$ cat config.mk
export PLATFORM = sky130hd
export DESIGN_NAME = immediate_execution_calculator
export DESIGN_NICKNAME = d
export VERILOG_FILES = /design/src/rtl/iec_pkg.sv /design/src/rtl/immediate_execution_calculator.sv /design/src/rtl/iec_muldiv.sv /design/src/rtl/iec_datapath.sv /design/src/rtl/iec_ctrl.sv
export SDC_FILE = /design/constraint.sdc
export NUM_CORES = 1
export LEC_CHECK = 0
export BUFFER_PORTS_ARGS = -buffer_cell sky130_fd_sc_hd__buf_4
export CAP_MARGIN = 10
export CORE_MARGIN = 2
export CORE_UTILIZATION = 60
export DETAILED_ROUTE_END_ITERATION = 12
export PLACE_DENSITY = 0.8
export SETUP_SLACK_MARGIN = 0.3
export SLEW_MARGIN = 20
export SYNTH_ARGS = -nofsm -noshare
export SYNTH_HDL_FRONTEND = slang
export SYNTH_SLANG_ARGS = --single-unit
$ cat constraint.sdc
create_clock -name clk -period 11.02 [get_ports clk]
set_input_delay 2.204 -clock clk [delete_from_list [all_inputs] [get_ports clk]]
set_output_delay 2.204 -clock clk [all_outputs]
set_load 0.03 [all_outputs]
$ cat src/rtl/iec_pkg.sv
// Shared types, character codes and operation codes for the calculator.
`default_nettype none

package iec_pkg;

    localparam int VALUE_BITS_DEF = 32;
    localparam int RESULT_W       = 32;
    localparam int SYM_W          = 8;

    localparam logic [SYM_W-1:0] CH_PLUS  = 8'd43;
    localparam logic [SYM_W-1:0] CH_MINUS = 8'd45;
    localparam logic [SYM_W-1:0] CH_TIMES = 8'd42;
    localparam logic [SYM_W-1:0] CH_SLASH = 8'd47;
    localparam logic [SYM_W-1:0] CH_ZERO  = 8'd48;
    localparam logic [SYM_W-1:0] CH_NINE  = 8'd57;

    typedef enum logic [2:0] {
        OP_NONE = 3'd0,
        OP_ADD  = 3'd1,
        OP_SUB  = 3'd2,
        OP_MUL  = 3'd3,
        OP_DIV  = 3'd4
    } op_t;

    typedef struct packed {
        logic [SYM_W-1:0] symbol;
        logic             last;
    } in_item_t;

    typedef struct packed {
        logic signed [RESULT_W-1:0] result_value;
        logic                       divide_by_zero;
    } out_item_t;

    // Controller to datapath
    typedef struct packed {
        logic capture;
        logic accum;
        logic apply_quick;
        logic start_unit;
        logic apply_unit;
        logic set_pending;
        logic emit;
    } cmd_t;

    // Datapath to controller
    typedef struct packed {
        logic is_op;
        logic is_digit;
        logic last;
        logic pend_long;
        logic unit_done;
        logic out_free;
    } status_t;

    function automatic op_t op_of(input logic [SYM_W-1:0] c);
        op_t r;
        case (c)
            CH_PLUS:  r = OP_ADD;
            CH_MINUS: r = OP_SUB;
            CH_TIMES: r = OP_MUL;
            CH_SLASH: r = OP_DIV;
            default:  r = OP_NONE;
        endcase
        return r;
    endfunction

endpackage

`default_nettype wire

$ cat src/rtl/immediate_execution_calculator.sv
// Top level of the immediate-execution four-function calculator.
//
//   channel | direction | handshake            | payload
//   --------+-----------+----------------------+---------------------------------
//   in      | input     | in_valid / in_ready  | in_item  : symbol[7:0], last
//   out     | output    | out_valid / out_ready| out_item : result_value[31:0], divide_by_zero
//
// Each accepted item is captured, then handled in S_STEP: a digit accumulates, an ignored code
// does nothing, and an operator after add, subtract or nothing applies at once. An operator
// that applies a pending multiply or divide starts the shared one-bit-per-cycle unit and waits
// in S_WAIT_OP for its result; a divide by 0 skips the iteration. A last item adds the final
// apply (S_FINAL, S_WAIT_FIN) and S_EMIT, which loads the output register. Reset clears control,
// operand and flag state; a stalled result holds while later items go in, stalling only the next emit.
`default_nettype none

module immediate_execution_calculator #(
    parameter int VALUE_BITS = iec_pkg::VALUE_BITS_DEF
) (
    input  wire logic               clk,
    input  wire logic               rst_n,
    input  wire logic               in_valid,
    output logic                    in_ready,
    input  wire iec_pkg::in_item_t  in_item,
    output logic                    out_valid,
    input  wire logic               out_ready,
    output iec_pkg::out_item_t      out_item
);
    import iec_pkg::*;

    cmd_t    cmd;
    status_t status;

    // Sequencer: decides per symbol whether to accumulate, apply or emit.
    iec_ctrl u_ctrl (
        .clk     (clk),
        .rst_n   (rst_n),
        .in_valid(in_valid),
        .in_ready(in_ready),
        .status  (status),
        .cmd     (cmd)
    );

    // Operands, pending op, sticky error, multiply/divide unit, output register.
    iec_datapath #(
        .VALUE_BITS(VALUE_BITS)
    ) u_datapath (
        .clk      (clk),
        .rst_n    (rst_n),
        .in_item  (in_item),
        .cmd      (cmd),
        .status   (status),
        .out_valid(out_valid),
        .out_ready(out_ready),
        .out_item (out_item)
    );

`ifndef SYNTHESIS
    // Never overwrite a result that is still waiting to be taken.
    a_emit_free: assert property (@(posedge clk) disable iff (!rst_n)
        cmd.emit |-> (!out_valid || out_ready))
        else $error("result emitted over a stalled item");

    // Ready is never held across an accepted item: the block goes busy.
    a_accept_busy: assert property (@(posedge clk) disable iff (!rst_n)
        (in_valid && in_ready) |=> !in_ready)
        else $error("ready held across an accepted item");

    // At most one datapath action per cycle.
    a_one_action: assert property (@(posedge clk) disable iff (!rst_n)
        $onehot0({cmd.accum, cmd.apply_quick, cmd.start_unit, cmd.apply_unit, cmd.emit}))
        else $error("conflicting datapath commands");

    // A new result appears only after an emit command.
    a_out_source: assert property (@(posedge clk) disable iff (!rst_n)
        $rose(out_valid) |-> $past(cmd.emit))
        else $error("output valid without emit");
`endif

endmodule

`default_nettype wire

$ cat src/rtl/iec_muldiv.sv
// Iterative shift-add multiplier and restoring divider, one bit per cycle.
`default_nettype none

module iec_muldiv #(
    parameter int VALUE_BITS = iec_pkg::VALUE_BITS_DEF
) (
    input  wire logic                  clk,
    input  wire logic                  rst_n,
    input  wire logic                  start,
    input  wire logic                  is_div,
    input  wire logic [VALUE_BITS-1:0] opnd_a,
    input  wire logic [VALUE_BITS-1:0] opnd_b,
    output logic                       done,
    output logic [VALUE_BITS-1:0]      result,
    output logic                       div_zero
);
    import iec_pkg::*;

    localparam int N     = VALUE_BITS;
    localparam int CNT_W = $clog2(N);
    localparam logic [CNT_W-1:0] CNT_LAST = CNT_W'(N - 1);

    logic             busy_reg, busy_next;
    logic             done_reg, done_next;
    logic [CNT_W-1:0] cnt_reg, cnt_next;
    logic             div_reg;
    logic             neg_reg;
    logic             dz_reg;
    logic [N-1:0]     acc_reg, acc_next;
    logic [N-1:0]     opa_reg, opa_next;
    logic [N-1:0]     opb_reg, opb_next;
    logic [N-1:0]     res_reg;

    logic [N-1:0] mag_a, mag_b;
    logic [N-1:0] shifted;
    logic [N:0]   trial;
    logic [N-1:0] quo;
    logic [N-1:0] fin_val;
    logic         b_zero;
    logic         final_step;

    assign mag_a      = opnd_a[N-1] ? (~opnd_a + 1'b1) : opnd_a;
    assign mag_b      = opnd_b[N-1] ? (~opnd_b + 1'b1) : opnd_b;
    assign b_zero     = (opnd_b == '0);
    assign final_step = busy_reg && (cnt_reg == CNT_LAST);

    // Remainder never exceeds half range, so the top bit drops on the shift.
    assign shifted = {acc_reg[N-2:0], opb_reg[N-1]};
    assign trial   = {1'b0, shifted} - {1'b0, opa_reg};
    assign quo     = {opb_reg[N-2:0], ~trial[N]};

    always_comb
    begin
        if (div_reg)
        begin
            acc_next = trial[N] ? shifted : trial[N-1:0];
            opa_next = opa_reg;
            opb_next = quo;
            fin_val  = neg_reg ? (~quo + 1'b1) : quo;
        end
        else
        begin
            acc_next = acc_reg + (opb_reg[0] ? opa_reg : '0);
            opa_next = {opa_reg[N-2:0], 1'b0};
            opb_next = {1'b0, opb_reg[N-1:1]};
            fin_val  = acc_next;
        end
    end

    always_comb
    begin
        busy_next = busy_reg;
        cnt_next  = cnt_reg;
        done_next = 1'b0;
        if (start)
        begin
            if (is_div && b_zero)
            begin
                done_next = 1'b1;
            end
            else
            begin
                busy_next = 1'b1;
                cnt_next  = '0;
            end
        end
        else if (busy_reg)
        begin
            cnt_next = cnt_reg + 1'b1;
            if (final_step)
            begin
                busy_next = 1'b0;
                done_next = 1'b1;
            end
        end
    end

    always_ff @(posedge clk or negedge rst_n)
    begin
        if (!rst_n)
        begin
            busy_reg <= 1'b0;
            done_reg <= 1'b0;
            cnt_reg  <= '0;
        end
        else
        begin
            busy_reg <= busy_next;
            done_reg <= done_next;
            cnt_reg  <= cnt_next;
        end
    end

    always_ff @(posedge clk)
    begin
        if (start)
        begin
            div_reg <= is_div;
            neg_reg <= opnd_a[N-1] ^ opnd_b[N-1];
            dz_reg  <= is_div && b_zero;
            acc_reg <= '0;
            res_reg <= '0;
            if (is_div)
            begin
                opa_reg <= mag_b;
                opb_reg <= mag_a;
            end
            else
            begin
                opa_reg <= opnd_a;
                opb_reg <= opnd_b;
            end
        end
        else if (busy_reg)
        begin
            acc_reg <= acc_next;
            opa_reg <= opa_next;
            opb_reg <= opb_next;
            if (final_step)
            begin
                res_reg <= fin_val;
            end
        end
    end

    assign done     = done_reg;
    assign result   = res_reg;
    assign div_zero = dz_reg;

endmodule

`default_nettype wire

$ cat src/rtl/iec_datapath.sv
// Operand, pending-operation and result registers with the arithmetic unit.
`default_nettype none

module iec_datapath #(
    parameter int VALUE_BITS = iec_pkg::VALUE_BITS_DEF
) (
    input  wire logic               clk,
    input  wire logic               rst_n,
    input  wire iec_pkg::in_item_t  in_item,
    input  wire iec_pkg::cmd_t      cmd,
    output iec_pkg::status_t        status,
    output logic                    out_valid,
    input  wire logic               out_ready,
    output iec_pkg::out_item_t      out_item
);
    import iec_pkg::*;

    localparam int N = VALUE_BITS;

    logic [SYM_W-1:0] sym_reg;
    logic             last_reg;
    logic [N-1:0]     left_reg, left_next;
    logic [N-1:0]     right_reg, right_next;
    op_t              op_reg, op_next;
    logic             err_reg, err_next;
    logic             out_valid_reg;
    out_item_t        out_reg;

    op_t          sym_op;
    logic         sym_digit;
    logic [N-1:0] digit_val;
    logic [N-1:0] accum_src;
    logic [N-1:0] accum_val;
    logic [N-1:0] quick_val;
    logic         unit_done;
    logic [N-1:0] unit_result;
    logic         unit_dz;
    logic         out_free;

    assign sym_op    = op_of(sym_reg);
    assign sym_digit = (sym_reg inside {[CH_ZERO:CH_NINE]});
    assign digit_val = N'(sym_reg - CH_ZERO);
    assign accum_src = (op_reg == OP_NONE) ? left_reg : right_reg;
    // times ten as two shifts and an add
    assign accum_val = {accum_src[N-4:0], 3'b000} + {accum_src[N-2:0], 1'b0} + digit_val;
    assign out_free  = !out_valid_reg || out_ready;

    always_comb
    begin
        case (op_reg)
            OP_ADD:  quick_val = left_reg + right_reg;
            OP_SUB:  quick_val = left_reg - right_reg;
            default: quick_val = left_reg;
        endcase
    end

    iec_muldiv #(
        .VALUE_BITS(VALUE_BITS)
    ) u_muldiv (
        .clk     (clk),
        .rst_n   (rst_n),
        .start   (cmd.start_unit),
        .is_div  (op_reg == OP_DIV),
        .opnd_a  (left_reg),
        .opnd_b  (right_reg),
        .done    (unit_done),
        .result  (unit_result),
        .div_zero(unit_dz)
    );

    always_comb
    begin
        left_next  = left_reg;
        right_next = right_reg;
        op_next    = op_reg;
        err_next   = err_reg;
        if (cmd.emit)
        begin
            left_next  = '0;
            right_next = '0;
            op_next    = OP_NONE;
            err_next   = 1'b0;
        end
        else
        begin
            if (cmd.apply_unit)
            begin
                left_next  = unit_result;
                right_next = '0;
                err_next   = err_reg | unit_dz;
            end
            else if (cmd.apply_quick)
            begin
                left_next  = quick_val;
                right_next = '0;
            end
            else if (cmd.accum)
            begin
                if (op_reg == OP_NONE)
                begin
                    left_next = accum_val;
                end
                else
                begin
                    right_next = accum_val;
                end
            end
            if (cmd.set_pending)
            begin
                op_next = sym_op;
            end
        end
    end

    always_ff @(posedge clk or negedge rst_n)
    begin
        if (!rst_n)
        begin
            left_reg      <= '0;
            right_reg     <= '0;
            op_reg        <= OP_NONE;
            err_reg       <= 1'b0;
            out_valid_reg <= 1'b0;
        end
        else
        begin
            left_reg  <= left_next;
            right_reg <= right_next;
            op_reg    <= op_next;
            err_reg   <= err_next;
            if (cmd.emit)
            begin
                out_valid_reg <= 1'b1;
            end
            else if (out_ready)
            begin
                out_valid_reg <= 1'b0;
            end
        end
    end

    always_ff @(posedge clk)
    begin
        if (cmd.capture)
        begin
            sym_reg  <= in_item.symbol;
            last_reg <= in_item.last;
        end
        if (cmd.emit)
        begin
            out_reg.result_value   <= $signed(RESULT_W'(left_reg));
            out_reg.divide_by_zero <= err_reg;
        end
    end

    assign status.is_op     = (sym_op != OP_NONE);
    assign status.is_digit  = sym_digit;
    assign status.last      = last_reg;
    assign status.pend_long = (op_reg == OP_MUL) || (op_reg == OP_DIV);
    assign status.unit_done = unit_done;
    assign status.out_free  = out_free;

    assign out_valid = out_valid_reg;
    assign out_item  = out_reg;

endmodule

`default_nettype wire

$ cat src/rtl/iec_ctrl.sv
// Sequencer for symbol handling, pending-operation apply and result hand-off.
`default_nettype none

module iec_ctrl (
    input  wire logic             clk,
    input  wire logic             rst_n,
    input  wire logic             in_valid,
    output logic                  in_ready,
    input  wire iec_pkg::status_t status,
    output iec_pkg::cmd_t         cmd
);
    import iec_pkg::*;

    typedef enum logic [2:0] {
        S_IDLE,
        S_STEP,
        S_WAIT_OP,
        S_FINAL,
        S_WAIT_FIN,
        S_EMIT
    } ctrl_state_t;

    ctrl_state_t state_reg, state_next;
    ctrl_state_t after_sym;

    assign after_sym = status.last ? S_FINAL : S_IDLE;

    always_comb
    begin
        cmd        = '0;
        state_next = state_reg;
        case (state_reg)
            S_IDLE:
            begin
                cmd.capture = in_valid;
                if (in_valid)
                begin
                    state_next = S_STEP;
                end
            end
            S_STEP:
            begin
                if (status.is_op)
                begin
                    if (status.pend_long)
                    begin
                        cmd.start_unit = 1'b1;
                        state_next     = S_WAIT_OP;
                    end
                    else
                    begin
                        cmd.apply_quick = 1'b1;
                        cmd.set_pending = 1'b1;
                        state_next      = after_sym;
                    end
                end
                else
                begin
                    cmd.accum  = status.is_digit;
                    state_next = after_sym;
                end
            end
            S_WAIT_OP:
            begin
                if (status.unit_done)
                begin
                    cmd.apply_unit  = 1'b1;
                    cmd.set_pending = 1'b1;
                    state_next      = after_sym;
                end
            end
            S_FINAL:
            begin
                if (status.pend_long)
                begin
                    cmd.start_unit = 1'b1;
                    state_next     = S_WAIT_FIN;
                end
                else
                begin
                    cmd.apply_quick = 1'b1;
                    state_next      = S_EMIT;
                end
            end
            S_WAIT_FIN:
            begin
                if (status.unit_done)
                begin
                    cmd.apply_unit = 1'b1;
                    state_next     = S_EMIT;
                end
            end
            S_EMIT:
            begin
                if (status.out_free)
                begin
                    cmd.emit   = 1'b1;
                    state_next = S_IDLE;
                end
            end
            default:
            begin
                state_next = S_IDLE;
            end
        endcase
    end

    always_ff @(posedge clk or negedge rst_n)
    begin
        if (!rst_n)
        begin
            state_reg <= S_IDLE;
        end
        else
        begin
            state_reg <= state_next;
        end
    end

    assign in_ready = (state_reg == S_IDLE);

endmodule

`default_nettype wire

=== Yosys cells after proc, flatten, opt, wreduce, memory -nomap -nowiden ===
Cells that the tools add are included.
Widths: inputs -> output; s select.

* Register bits: 252
* Latch bits: 0
* RAM bits: 0
* Memory bits (read-only): 0
* Input bits: 13
* Output and inout port bits: 35
* Word-level logic and storage cells: 151
* Memories kept: 0

* $add $sub $neg: 11
* Multipliers: 0
* Divide/modulo/power cells: 0
* $lt $le $gt $ge: 2
* Eq/ne operators: 22
* Shift operators: 0
* Muxes and demuxes: 68
* Bitwise operators: 6
* Reduce and logical (&&, ||, !) cells: 22

{| class="wikitable"
|+ Operators by type and width
! operator !! number
|-
| $mux 32 || 25
|-
| $add 32x32->32 || 4
|-
| $add 32x1->32 const B || 3
|-
| $not 32->32 || 3
|-
| $pmux 32 s2 || 1
|-
| $sub 32x32->33 || 1
|-
| $eq 8x6->1 const B || 4
|-
| $logic_not 32->1 || 1
|-
| $sub 32x32->32 || 1
|-
| $mux 31 || 1
|-
| $mux 3 || 8
|-
| $mux 1 || 22
|-
| $pmux 3 s6 || 1
|-
| $mux 5 || 3
|-
| $eq 3x2->1 const B || 4
|-
| $pmux 3 s4 || 1
|-
| $eq 3x3->1 const B || 3
|-
| $sub 8x6->9 const B || 1
|-
| $ge 8x6->1 const B || 1
|-
| $le 8x6->1 const B || 1
|-
| $reduce_and 2->1 || 4
|-
| $reduce_bool 2->1 || 4
|-
| $reduce_bool 4->1 || 2
|-
| $eq 3x1->1 const B || 2
|-
| other kinds (19) || 30
|}

=== Longest topological paths before layout ===
* Depth in word-level cells: 9
* Mapped depth: 21
* Gate-level depth less buffers: 19

=== Cells and area by module ===
From an unflattened synthesis, not the netlist that was laid out.

* Cells, all modules: 2690
* Area, all modules: 22353.9 µm²

{| class="wikitable"
|+ Modules (own cells, without submodules)
! module !! times used !! cells an instance !! area an instance (µm²) !! sequential area each (µm²)
|-
| iec_muldiv || 1 || 1558 || 12360.6 || 3468.3
|-
| iec_datapath || 1 || 1089 || 9691.8 || 2987.9
|-
| iec_ctrl || 1 || 43 || 301.5 || 75.1
|}

=== Least setup slack after synthesis ===
No wires, ideal clock.

* Path kind: register -> register
* From: reg u_datapath.right_reg[0]
* To: reg u_datapath.left_reg[31]
* Library setup time: 0.094 ns
* Arrival: 4.924 ns
* Data required time: 10.926 ns
* Path slack: 6.002 ns
* Cell stages (with the launch flop): 20
* Buffers on the path: 2
* Period minus slack after synthesis: 5.018 ns
* Cell sequence: dfrtp_1 > inv_1 > ha_1 > or4b_4 > or4_4 > or3_4 > or4_4 > or4_4 > buf_6 > o21ai_0 > xor2_1 > ha_1 > clkbuf_1 > a21o_1 > a21oi_1 > o22ai_1 > a2111oi_0 > nor2_1 > xnor2_1 > a211oi_1

* Cells in the longest elaborated chain, start to end: 8
* Elaborated cells between the ends (all ways): 11
* Those cells by class: 4 x add/sub; 7 x mux

{| class="wikitable"
|+ Ends and longest elaborated chain
! what !! RTL line !! RTL
|-
| start, declared || iec_datapath.sv:23 || <nowiki>logic [N-1:0] right_reg, right_next;</nowiki>
|-
| start signal, assigned || iec_datapath.sv:128 || <nowiki>right_reg <= right_next;</nowiki>
|-
| $mux 31 || iec_datapath.sv:43 || <nowiki>assign accum_src = (op_reg == OP_NONE) ? left_reg : right_reg;</nowiki>
|-
| $add 32x32->32 (2 in series) || iec_datapath.sv:45 || <nowiki>assign accum_val = {accum_src[N-4:0], 3'b000} + {accum_src[N-2:0], 1'b0} + digit_val;</nowiki>
|-
| $mux 32 || iec_datapath.sv:99 || <nowiki>if (op_reg == OP_NONE)</nowiki>
|-
| $mux 32 || iec_datapath.sv:97 || <nowiki>else if (cmd.accum)</nowiki>
|-
| $mux 32 (*) || iec_datapath.sv:92 || <nowiki>else if (cmd.apply_quick)</nowiki>
|-
| $mux 32 (*) || iec_datapath.sv:86 || <nowiki>if (cmd.apply_unit)</nowiki>
|-
| $mux 32 (*) || iec_datapath.sv:77 || <nowiki>if (cmd.emit)</nowiki>
|-
| end signal, assigned || iec_datapath.sv:127 || <nowiki>left_reg <= left_next;</nowiki>
|-
| end, declared || iec_datapath.sv:22 || <nowiki>logic [N-1:0] left_reg, left_next;</nowiki>
|}

Mark *: on every way between the ends. The rest lies on a longest branch, timed or not. The select of a mux whose other input is x is not followed.
A chain may end at the register's enable or synchronous reset.

=== Final worst setup path ===
* From: reg u_datapath.sym_reg[4]
* To: reg u_datapath.left_reg[28]

* Cells in the longest elaborated chain, start to end: 8
* Elaborated cells between the ends (all ways): 24
* Those cells by class: 2 x add/sub; 2 x order compare; 5 x eq/ne; 10 x mux; 5 x reduce/logical

{| class="wikitable"
|+ Ends and longest elaborated chain
! what !! RTL line !! RTL
|-
| start, declared || iec_datapath.sv:20 || <nowiki>logic [SYM_W-1:0] sym_reg;</nowiki>
|-
| start signal, assigned || iec_datapath.sv:146 || <nowiki>sym_reg <= in_item.symbol;</nowiki>
|-
| branches (longest 8 deep; another with $add 32x32->32) || -- ||
|}

Parallel ways; which one is timed is not known. The select of a mux whose other input is x is not followed.

==> metrics.md <==
| Metric | Value |
|---|---|
| End-of-flow core utilization | 0.652 |
| Synthesized Nets | between 2000 and 3000 |
| Die area | approximately 38000 um2 |
| CP max stage delay | ~0.67 ns |
| Worst slew pin tran | 1.07 ns |
| WL/cell | roughly 21 um |
| Routed Antenna Nets | 0 |
| Pin count of the biggest net entering global routing | ~110 |
| Synth warn | 0 |
| Filler cells | ~3000 |
| Rel. slew slack | 0.283 |
| Post-DP HPWL | roughly 47 mm |
| Tot Pwr | slightly below 7 mW |
| Core area | between 30000 and 40000 um2 |
| List of most frequent post-synthesis cells | 353 x nand2_1, 224 x o21ai_0, 183 x nor2_1, 181 x a21oi_1, 156 x xor2_1 |
| Peak supply drop | around 250 uV |
| Synth top area share | 0.150 |
| Cell with the most instances after synthesis | nand2_1 |
| Comb power frac | 0.634 |
| Number of global-route vias before repair | 18600 |
| Yosys cell types | 77 |
| FF+latch count, synth | 252 |
| Slew Limit Fails | 0 |
| Layout Nets | around 2800 |
| Count of final setup violators | 0 |
| Crit path kind | reg2reg |
| Final hold viol count | 0 |
| Top_reg_cell synth | edfxtp_1 |
| WP data arrival | 5.95 ns |
| Fin crit share | 0.496 |
| Top delay family on crit path | compound AO/OA/AOI/OAI gates |
| Status | completed |
| # H-tree levels | 1 |
| Min-Delay Path Class | reg2reg |
| Cell at the slowest stage of the critical path | inv_1 |
| TritonCTS clock tree | done |
| Vias | about 20000 |
| # IOs | 48 |
| Initial core utilization | 0.610 |
| Hold Slack | between 0.4 and 0.5 ns |
| Async S/R FF share, synth | 0.313 |
| RSZ-0062 raised after global routing | false |
| Share of layout cells above drive strength 1 | 0.0611 |
| Post-synthesis instance total | 2654 |
| Area contributors post-synth | edfxtp_1 15%, dfrtp_1 9.1%, ha_1 8.5% |
| Multi-input combinational cell area | approximately 14000 um2 |
| Overflow left after global routing | 0 |
| Crit path launch type | flip-flop |
| Minimum clock period | 5.47 ns |
| CTS max path bufs | 3 |
| Sw Share | 0.488 |
| Clk sinks | ~250 |
| GR Util All Layers | 0.335 |
| Sum Neg Setup Slack | 0 ns |
| Layout Skew | approximately 0.0094 ns |
| Sequential cell area | 6530 um2 |
| # diodes | 0 |
| Syn avg cell area | 8.20 um2 |
| Initial antenna violation count | 0 |
| Largest register FFs | 33 |
| Max-cap violation count | 0 |
| DRT Pass-1 Iters | 7 |
| Pwr per Cell Area | ~290 nW/um2 |
| CP cell instances | ha_1 > or3_1 > inv_1 > ha_1 > ha_1 > o21ai_0 > a21boi_0 > and3_1 > a21boi_0 > o31a_1 > o311ai_0 > a31oi_1 > a21boi_0 > xnor2_1 > a221oi_1 |
| Sequential share of the synthesized area | 0.300 |
| CTS Buf Count | 30 |
| Die Span Y | 194 um |
| Post-Route WL | 64.2 mm |
| CP Capture Type | flip-flop |
| Int Power | 3.49 mW |
| Worst-path clk slew | ~0.060 ns |
| Cell Rows | approximately 70 |
| Synth area leader | edfxtp_1 |
| Die Wd | between 150 and 200 um |
| Sw Pwr | around 3.3 mW |
| Post-CTS Setup Inserts | 0 |
| Clock Root Buffer | clkbuf_16 |
| EDFF count, synth | approximately 110 |
| Mapped Area | about 22000 um2 |
| # DRC | 0 |
| Peak Freq | about 180 MHz |
| PostCTS Resize Cnt | 0 |
| Port Buf Inserts | 47 |
| Iter 0 DRT Violations | 1776 |
| Final design instance area without fill | about 23000 um2 |
| Leakage | 9.89 nW |
| Worst-Skew Late Latency | between 0.5 and 0.6 ns |
| Post-placement cell area | roughly 22000 um2 |
| GPL Wtd Cong | about 1.0 |
| First-pass GRT wire length | about 100 mm |
| Vias per cell | between 6 and 7 |
| Clk pwr share | 0.152 |
| Critical Path Fanout Max | 16 |
| Worst path bufs/invs | 1 |
| Sequential fraction of design power | 0.214 |
| Crit path required time | between 10 and 15 ns |
| Hold buffers post-CTS | 0 |
| Synth-to-Final Area Change | 6.80% |
## tightest hold or removal path, cell delays in order (launching register included)
cell     delay (ns)
dfxtp_1        0.34
nand2_1        0.06
nand2_1        0.04
## cell usage in the layout, fill, tap and decap left out, drive strengths merged, types with 79 or more instances in the layout
| master | Yosys | final |
|---|---|---|
| ha | 147 | 147 |
| inv | 97 | 100 |
| nor2 | 183 | 183 |
| o21ai | 226 | 226 |
| dfrtp | 79 | 79 |
| nand2 | 354 | 354 |
| a21oi | 181 | 181 |
| xnor2 | 94 | 94 |
| xor2 | 156 | 156 |
| edfxtp | 109 | 109 |
## stage by stage
| stage | std cells | worst slack (ns) |
|---|---|---|
| after global routing | 3062 | 5.01 |
| after detailed placement | 3006 | 5.34 |
| final | 3062 | 5.55 |
| after CTS | 3062 | 5.58 |
| after floorplan | 2654 | 6.00 |
| after global placement | 3006 | 5.39 |
## power groups by stage
stage | Clock (mW) | Sequential, mW | Combinational [mW]
detailed placement | 0 | 1.47 | 4.20
CTS | 1.04 | 1.45 | 4.23
floorplan | 0 | 1.35 | 3.30
global placement | 0 | 1.46 | 4.10
finish | 1.03 | 1.46 | 4.33
global route | 1.08 | 1.48 | 4.78
## final timing paths
path,start,to,slack (ns),cells past startpoint
worst max-delay path,u_datapath.sym_reg[4]$_DFFE_PP_,u_datapath.left_reg[28]$_DFFE_PN0P_,5.55,15
worst min-delay path,u_datapath.u_muldiv.acc_reg[23]$_SDFFE_PP0P_,u_datapath.u_muldiv.acc_reg[23]$_SDFFE_PP0P_,0.49,2
worst max register to register,u_datapath.sym_reg[4]$_DFFE_PP_,u_datapath.left_reg[28]$_DFFE_PN0P_,5.55,15
worst min register to register,u_datapath.u_muldiv.acc_reg[23]$_SDFFE_PP0P_,u_datapath.u_muldiv.acc_reg[23]$_SDFFE_PP0P_,0.49,2
max in group asynchronous,rst_n,u_datapath.right_reg[29]$_DFFE_PN0P_,8.34,2
min in group asynchronous,rst_n,u_datapath.right_reg[6]$_DFFE_PN0P_,1.50,1
## metal layers
metal,vias up,part of all wire,global-route usage
met5,-,0,0
met4,0,0.026,0.0994
met3,118,0.095,0.0413
li1,9484,-,-
met1,9514,0.43,0.480
met2,902,0.45,0.532
## cell type report
type                    instances  area share
well taps                     461      0.0248
clock inverters                14     0.00555
multi-input cells            2119       0.610
inverters                     102      0.0165
repair buffers                 72      0.0238
clock buffers                  42      0.0387
flip-flops and latches        252       0.281
## cell families after synthesis
family / Yosys count / synth area share
DFF: 252 / 0.300
xor gates and xnor gates: 250 / 0.101
muxes: 58 / 0.0267
adders and majority gates: 165 / 0.101
and+or+nand+nor: 798 / 0.167
buffers and inverters: 283 / 0.0500
AOI/OAI and AO/OA: 848 / 0.254
Power figures use the tool's default switching activity.
